`src/rtl/lirs_pkg.sv`:
```
// ----------------------------------------------------------------------------
// lirs_pkg
// Widths, limits and types shared by the resampler modules.
// ----------------------------------------------------------------------------
package lirs_pkg;

  localparam int TimeW     = 32;
  localparam int ValW      = 24;
  localparam int StepW     = 20;
  localparam int MaxPoints = 64;
  localparam int CntW      = $clog2(MaxPoints);
  localparam int ProdW     = ValW + TimeW;      // magnitude times offset
  localparam int NumW      = ProdW + 2;         // 2*num + span
  localparam int DenW      = TimeW + 1;         // 2*span
  localparam int QuotW     = ValW;              // quotient never exceeds magnitude
  localparam int NumAxes   = 3;

  localparam logic [StepW-1:0] StepReset = StepW'(11111);

  typedef logic [TimeW-1:0]       time_t;
  typedef logic signed [ValW-1:0] val_t;
  typedef logic [1:0]             axis_t;

endpackage

```
`src/rtl/lirs_div.sv`:
```
// ----------------------------------------------------------------------------
// lirs_div
// Shared restoring divider, one quotient bit per cycle.
// ----------------------------------------------------------------------------
module lirs_div (
  input  logic                        clk_i,
  input  logic                        rst_ni,
  input  logic                        start_i,
  input  logic [lirs_pkg::NumW-1:0]   dividend_i,
  input  logic [lirs_pkg::DenW-1:0]   divisor_i,
  output logic                        done_o,
  output logic [lirs_pkg::QuotW-1:0]  quot_o
);
  import lirs_pkg::*;

  localparam int StepCntW = $clog2(QuotW);

  logic [DenW-1:0]     rem_q;
  logic [QuotW-1:0]    sh_q;
  logic [DenW-1:0]     den_q;
  logic [StepCntW-1:0] cnt_q;
  logic                busy_q;
  logic                done_q;

  logic [DenW:0] trial;
  logic          ge;

  assign trial = {rem_q, sh_q[QuotW-1]};
  assign ge    = (trial >= {1'b0, den_q});

  // The quotient is known to fit QuotW bits, so the upper dividend bits
  // form a partial remainder that is already below the divisor.
  always_ff @(posedge clk_i or negedge rst_ni) begin
    if (!rst_ni) begin
      rem_q  <= '0;
      sh_q   <= '0;
      den_q  <= '0;
      cnt_q  <= '0;
      busy_q <= 1'b0;
      done_q <= 1'b0;
    end else begin
      done_q <= 1'b0;
      if (start_i) begin
        rem_q  <= dividend_i[QuotW+DenW-1:QuotW];
        sh_q   <= dividend_i[QuotW-1:0];
        den_q  <= divisor_i;
        cnt_q  <= '0;
        busy_q <= 1'b1;
      end else if (busy_q) begin
        rem_q <= ge ? DenW'(trial - {1'b0, den_q}) : trial[DenW-1:0];
        sh_q  <= {sh_q[QuotW-2:0], ge};
        cnt_q <= cnt_q + 1'b1;
        if (cnt_q == StepCntW'(QuotW - 1)) begin
          busy_q <= 1'b0;
          done_q <= 1'b1;
        end
      end
    end
  end

  assign done_o = done_q;
  assign quot_o = sh_q;

endmodule

```
`src/rtl/linear_interpolating_resampler_core.sv`:
```
// ----------------------------------------------------------------------------
// linear_interpolating_resampler_core
// Linear interpolating resampler for timestamped three-axis samples.
//
// Keeps the previous sample; when a newer one arrives, emits points on the
// grid prev_time + k*time_step (k = 0, 1, ...) up to and including
// sample_time, each axis interpolated linearly and rounded to nearest (ties
// away from zero). The final point of a run carries last_point; capped is set
// on it when the run stopped at MaxPoints (64) with grid points left over.
// The first sample, and any sample not later than the stored one, only
// replaces the stored sample and produces no point. A zero time_step acts as
// a step of one. Each point is built in steps: for each of the three axes
// the 24x32 multiply, the divider start and the bit-serial divider (24
// quotient bits plus the hand-off), then the load of the output register.
// The single divider is shared by the three axes. in_stall_o is high from
// the accepted sample until its last point sits in the output register;
// the next point is computed while the current one waits to be taken.
// ----------------------------------------------------------------------------
module linear_interpolating_resampler_core (
  input  logic                        clk_i,
  input  logic                        rst_ni,
  // configuration
  input  logic                        cfg_we_i,
  input  logic [lirs_pkg::StepW-1:0]  cfg_wdata_i,
  // sample input
  input  logic                        in_valid_i,
  output logic                        in_stall_o,
  input  logic [lirs_pkg::TimeW-1:0]  sample_time_i,
  input  logic signed [lirs_pkg::ValW-1:0] sample_x_i,
  input  logic signed [lirs_pkg::ValW-1:0] sample_y_i,
  input  logic signed [lirs_pkg::ValW-1:0] sample_z_i,
  // point output
  output logic                        out_valid_o,
  input  logic                        out_stall_i,
  output logic [lirs_pkg::TimeW-1:0]  point_time_o,
  output logic signed [lirs_pkg::ValW-1:0] point_x_o,
  output logic signed [lirs_pkg::ValW-1:0] point_y_o,
  output logic signed [lirs_pkg::ValW-1:0] point_z_o,
  output logic                        last_point_o,
  output logic                        capped_o
);
  import lirs_pkg::*;

  typedef enum logic [2:0] {
    ST_IDLE,
    ST_MUL,
    ST_DSTART,
    ST_DWAIT,
    ST_LOAD
  } state_e;

  localparam axis_t AxisLast = axis_t'(NumAxes - 1);

  state_e             state_q;
  logic [StepW-1:0]   time_step_q;
  time_t              prev_time_q;
  val_t               prev_q [NumAxes];
  val_t               new_q  [NumAxes];
  logic               have_prev_q;
  time_t              span_q;
  time_t              off_q;
  logic [CntW-1:0]    cnt_q;
  axis_t              axis_q;
  logic [ProdW-1:0]   prod_q;
  logic               neg_q;
  val_t               res_q  [NumAxes];

  // output register
  logic               out_valid_q;
  time_t              pt_time_q;
  val_t               pt_val_q [NumAxes];
  logic               last_q;
  logic               capped_q;

  // datapath
  val_t               in_val [NumAxes];
  logic signed [ValW:0] diff;
  logic [ValW-1:0]    mag;
  logic [StepW-1:0]   step;
  logic [TimeW:0]     next_off;
  logic               beyond;
  logic               at_cap;
  logic               out_free;
  logic               in_fire;
  logic [NumW-1:0]    div_num;
  logic [DenW-1:0]    div_den;
  logic               div_start;
  logic               div_done;
  logic [QuotW-1:0]   div_quot;
  logic signed [ValW:0] interp;

  assign in_val[0] = sample_x_i;
  assign in_val[1] = sample_y_i;
  assign in_val[2] = sample_z_i;

  assign in_fire  = in_valid_i && !in_stall_o;
  assign out_free = !out_valid_q || !out_stall_i;

  // Treat a zero step as a step of one.
  assign step = (time_step_q == '0) ? StepW'(1) : time_step_q;

  // Work on one axis at a time: magnitude and sign of the difference.
  assign diff = (ValW+1)'(new_q[axis_q]) - (ValW+1)'(prev_q[axis_q]);
  assign mag  = diff[ValW] ? ValW'(-diff) : diff[ValW-1:0];

  // Rounded quotient: (2*num + span) / (2*span).
  assign div_num   = {1'b0, prod_q, 1'b0} + NumW'(span_q);
  assign div_den   = {span_q, 1'b0};
  assign div_start = (state_q == ST_DSTART);

  assign interp = neg_q ? (ValW+1)'(prev_q[axis_q]) - (ValW+1)'({1'b0, div_quot})
                        : (ValW+1)'(prev_q[axis_q]) + (ValW+1)'({1'b0, div_quot});

  // End-of-run test for the point being loaded.
  assign next_off = {1'b0, off_q} + (TimeW+1)'(step);
  assign beyond   = (next_off > {1'b0, span_q});
  assign at_cap   = (cnt_q == CntW'(MaxPoints - 1));

  lirs_div u_div (
    .clk_i      (clk_i),
    .rst_ni     (rst_ni),
    .start_i    (div_start),
    .dividend_i (div_num),
    .divisor_i  (div_den),
    .done_o     (div_done),
    .quot_o     (div_quot)
  );

  always_ff @(posedge clk_i or negedge rst_ni) begin
    if (!rst_ni) begin
      state_q     <= ST_IDLE;
      time_step_q <= StepReset;
      prev_time_q <= '0;
      have_prev_q <= 1'b0;
      span_q      <= '0;
      off_q       <= '0;
      cnt_q       <= '0;
      axis_q      <= '0;
      prod_q      <= '0;
      neg_q       <= 1'b0;
      out_valid_q <= 1'b0;
      pt_time_q   <= '0;
      last_q      <= 1'b0;
      capped_q    <= 1'b0;
      for (int i = 0; i < NumAxes; i++) begin
        prev_q[i]   <= '0;
        new_q[i]    <= '0;
        res_q[i]    <= '0;
        pt_val_q[i] <= '0;
      end
    end else begin
      if (cfg_we_i) begin
        time_step_q <= cfg_wdata_i;
      end

      // Drop the output beat once taken; in ST_LOAD the load refills it.
      if (out_valid_q && !out_stall_i && (state_q != ST_LOAD)) begin
        out_valid_q <= 1'b0;
      end

      unique case (state_q)
        ST_IDLE: begin
          if (in_fire) begin
            have_prev_q <= 1'b1;
            if (have_prev_q && (sample_time_i > prev_time_q)) begin
              // Start a run; hold the old sample until the run ends.
              span_q <= sample_time_i - prev_time_q;
              off_q  <= '0;
              cnt_q  <= '0;
              axis_q <= '0;
              for (int i = 0; i < NumAxes; i++) begin
                new_q[i] <= in_val[i];
              end
              state_q <= ST_MUL;
            end else begin
              prev_time_q <= sample_time_i;
              for (int i = 0; i < NumAxes; i++) begin
                prev_q[i] <= in_val[i];
              end
            end
          end
        end

        ST_MUL: begin
          prod_q  <= ProdW'(mag) * ProdW'(off_q);
          neg_q   <= diff[ValW];
          state_q <= ST_DSTART;
        end

        ST_DSTART: begin
          state_q <= ST_DWAIT;
        end

        ST_DWAIT: begin
          if (div_done) begin
            res_q[axis_q] <= interp[ValW-1:0];
            if (axis_q == AxisLast) begin
              state_q <= ST_LOAD;
            end else begin
              axis_q  <= axis_q + 1'b1;
              state_q <= ST_MUL;
            end
          end
        end

        ST_LOAD: begin
          if (out_free) begin
            out_valid_q <= 1'b1;
            pt_time_q   <= prev_time_q + off_q;
            for (int i = 0; i < NumAxes; i++) begin
              pt_val_q[i] <= res_q[i];
            end
            last_q   <= beyond || at_cap;
            capped_q <= at_cap && !beyond;
            if (beyond || at_cap) begin
              // Run done: the new sample becomes the stored one.
              prev_time_q <= prev_time_q + span_q;
              for (int i = 0; i < NumAxes; i++) begin
                prev_q[i] <= new_q[i];
              end
              state_q <= ST_IDLE;
            end else begin
              off_q   <= next_off[TimeW-1:0];
              cnt_q   <= cnt_q + 1'b1;
              axis_q  <= '0;
              state_q <= ST_MUL;
            end
          end
        end

        default: begin
          state_q <= ST_IDLE;
        end
      endcase
    end
  end

  assign in_stall_o   = (state_q != ST_IDLE);
  assign out_valid_o  = out_valid_q;
  assign point_time_o = pt_time_q;
  assign point_x_o    = pt_val_q[0];
  assign point_y_o    = pt_val_q[1];
  assign point_z_o    = pt_val_q[2];
  assign last_point_o = last_q;
  assign capped_o     = capped_q;

endmodule

```
`config.mk`:
```
export PLATFORM = sky130hd
export DESIGN_NAME = linear_interpolating_resampler_core
export DESIGN_NICKNAME = d
export VERILOG_FILES = /design/src/rtl/lirs_pkg.sv /design/src/rtl/lirs_div.sv /design/src/rtl/linear_interpolating_resampler_core.sv
export SDC_FILE = /design/constraint.sdc
export NUM_CORES = 2
export LEC_CHECK = 0
export BUFFER_PORTS_ARGS = -buffer_cell sky130_fd_sc_hd__buf_4
export CAP_MARGIN = 20
export CORE_MARGIN = 2
export CORE_UTILIZATION = 41
export CTS_CLUSTER_SIZE = 28
export DETAILED_ROUTE_END_ITERATION = 16
export PLACE_DENSITY_LB_ADDON = 0.3
export SLEW_MARGIN = 20
export SYNTH_ARGS = -nofsm -noshare
export SYNTH_HDL_FRONTEND = slang
export SYNTH_HIERARCHICAL = 1
export SYNTH_SLANG_ARGS = --single-unit
export TNS_END_PERCENT = 50
```
`constraint.sdc`:
```
create_clock -name clk_i -period 11.2 [get_ports clk_i]
set_input_delay 0 -clock clk_i [delete_from_list [all_inputs] [get_ports clk_i]]
set_output_delay 0 -clock clk_i [all_outputs]
set_load 0.01 [all_outputs]
```
==> run_results.csv <==
group,metric,value,unit
global_route,grt_start_max_net_pins,211,
cells_and_area,synthToLayoutAreaGrowth,14.15,%
placed_design,place_ws,0.1413,ns
die,floorplan.die_area,0.1566,mm^2
cells_and_area,antenna_cells,0,
sta,setup_ws,0.4719,ns
sta,tightest_slew,1.024,ns
die,ios,237,
die,std_cell_rows,143,
clock_tree,clk-insertion-delay-late,0.69,ns
global_route,grtUsageTotal,25.71,%
setup_path,r2r_end,"prod_q[54]",
routing,drt-pass1-iter-count,6,
cells_and_area,final_common_cell,"nand2_1",
yosys,synthCells,7297,
sta,period_share,95.79,%
cells_and_area,fillCellCount,14818,
cells_and_area,fin_area,0.07180,mm^2
setup_path,crit_type,"reg -> reg",
cells_and_area,nets,8820,
die,die_w,395.7,um
sta,rsz0062_at_grt,"false",
clock_tree,clock-sinks,605,
cells_and_area,drive_above_1_share,9.723,%
routing,route.antenna.remaining_nets,0,
setup_path,max_stage_delay,0.56,ns
routing,wire_per_inst,20.96,um
sta,fmax,93.21,MHz
sta,fin_setup_tns,0,ns
setup_path,crit_required,11.70,ns
routing,met1_length,90550,um
routing,num_vias,52611,
yosys,syn_area_per_cell,8.620,um^2
yosys,syn-num-nets,8538,
sta,hold_viol,0,
global_route,antenna_found_initial,5,
worst_hold_path,min_path_type,"in -> async",
placed_design,gp_congestion,0.9873,
setup_path,rrSetupSlack,0.47,ns
setup_path,cp.buffers_inverters,6,
setup_path,regToRegStartpoint,"axis_q[0]",
die,core-area,0.1521,mm^2
setup_path,reg2regPathDepth,38,
clock_tree,cts_root_buf,"clkbuf_16",
global_route,first_global_vias,52394,
setup_path,crit_arrival,11.23,ns
routing,highest_layer,"met5",
setup_path,startpoint,"axis_q[0]",
routing,wl_met3,16170,um
setup_path,crit_path_frequent_cell,"fa_1",
clock_tree,clk_pin_slew,0.06,ns
yosys,syn-cell-area,0.06290,mm^2
sta,finalSetupViolations,0,
run,drv_cap,0,
clock_tree,cts_tree,"yes",
setup_path,critPathLaunchType,"flop",
placed_design,dpl_cell_area,0.06773,mm^2
setup_path,crit_end,"prod_q[54]",
die,start_util,41.36,%
yosys,yosys_warnings,6,
run_status,status,"finished, final reports clean",
clock_tree,ctsLongestPathBuffers,3,
placed_design,place_inst,9387,
global_route,overflow,0,
sta,slew_viol_final,0,
routing,route.met2.wl,89680,um
sta,slew_headroom,31.65,%
setup_path,crit_family,"adder cells",
placed_design,port_buffers,236,
sta,period_minus_slack,10.73,ns
cells_and_area,layout_common_cells,"1525 x nand2_1, 902 x inv_1, 666 x fa_1",
clock_tree,cts-buffers-inserted,69,
setup_path,critical_path_depth,38,
routing,drt-initial-drc-count,4765,
routing,wirelength,202500,um
cells_and_area,final_cells,9661,
global_route,grt_pass1_wl,312500,um
setup_path,endpoint_kind,"flop",
placed_design,detailed_place_hpwl,155300,um
sta,finClkSkew,0.03865,ns
setup_path,crit_fanout,22,
routing,vias_per_cell,5.446,
die,die_y,395.7,um
routing,drc_errors,0,
setup_path,slowest_stage,"fa_1",
clock_tree,htree_levels,3,
## what timing repair did
item | in CTS | in global routing
hold endpoints to repair | 346 | 0
setup buffers | 0 | 2
endpoints found under the setup margin | 0 | 17
gates resized for setup | 0 | 34
hold buffers | 148 | 0
## cell type report
cell class                 instances  area (um^2)  area share (%)
multi-input combinational       5412        43130           60.07
sequential                       605        15160           21.11
timing repair buffer             588         5187           7.225
inverter                         903         3390           4.721
tap                             2030         2540           3.538
clock buffer                      99         2011           2.800
clock inverter                    24        382.9          0.5332
## metal layers
| layer | GRT usage [%] | up-vias |
|---|---|---|
| met2 | 39.43 | 1789 |
| met3 | 4.887 | 297 |
| met5 | 0 | - |
| met1 | 36.93 | 26337 |
| li1 | - | 24186 |
| met4 | 7.299 | 2 |
## flip-flops by register name (all words and copies together), names as in the netlist, 32 cells and up
name / flops
new_q: 72
prev_q: 72
res_q: 72
prod_q: 56
u_div/den_q: 33
u_div/rem_q: 33
off_q: 32
point_time_o: 32
prev_time_q: 32
span_q: 32
## worst min path at each step
stage | startpoint | endpoint | slack (ns) | depth (start not counted)
global placement | rst_ni | prev_q[46] | 0.15 | 1
floorplan | rst_ni | axis_q[0] | -0.30 | 0
CTS | rst_ni | prev_q[4] | 0.03 | 2
finish | rst_ni | new_q[46] | 0.03 | 2
detailed placement | rst_ni | new_q[46] | 0.15 | 1
global route | sample_x_i[23] | new_q[71] | 0.05 | 4
## per-stage QoR
stage	hold slack (ns)	utilization [%]
after floorplan	-0.2956	-
after global placement	0.1459	44.53
after detailed placement	0.1489	44.53
after CTS	0.02536	47.08
after global routing	0.05011	47.21
final	0.03186	47.21
Power is not shown: default switching activity piles up to over one toggle a cycle in this logic, so the estimate is an artifact.
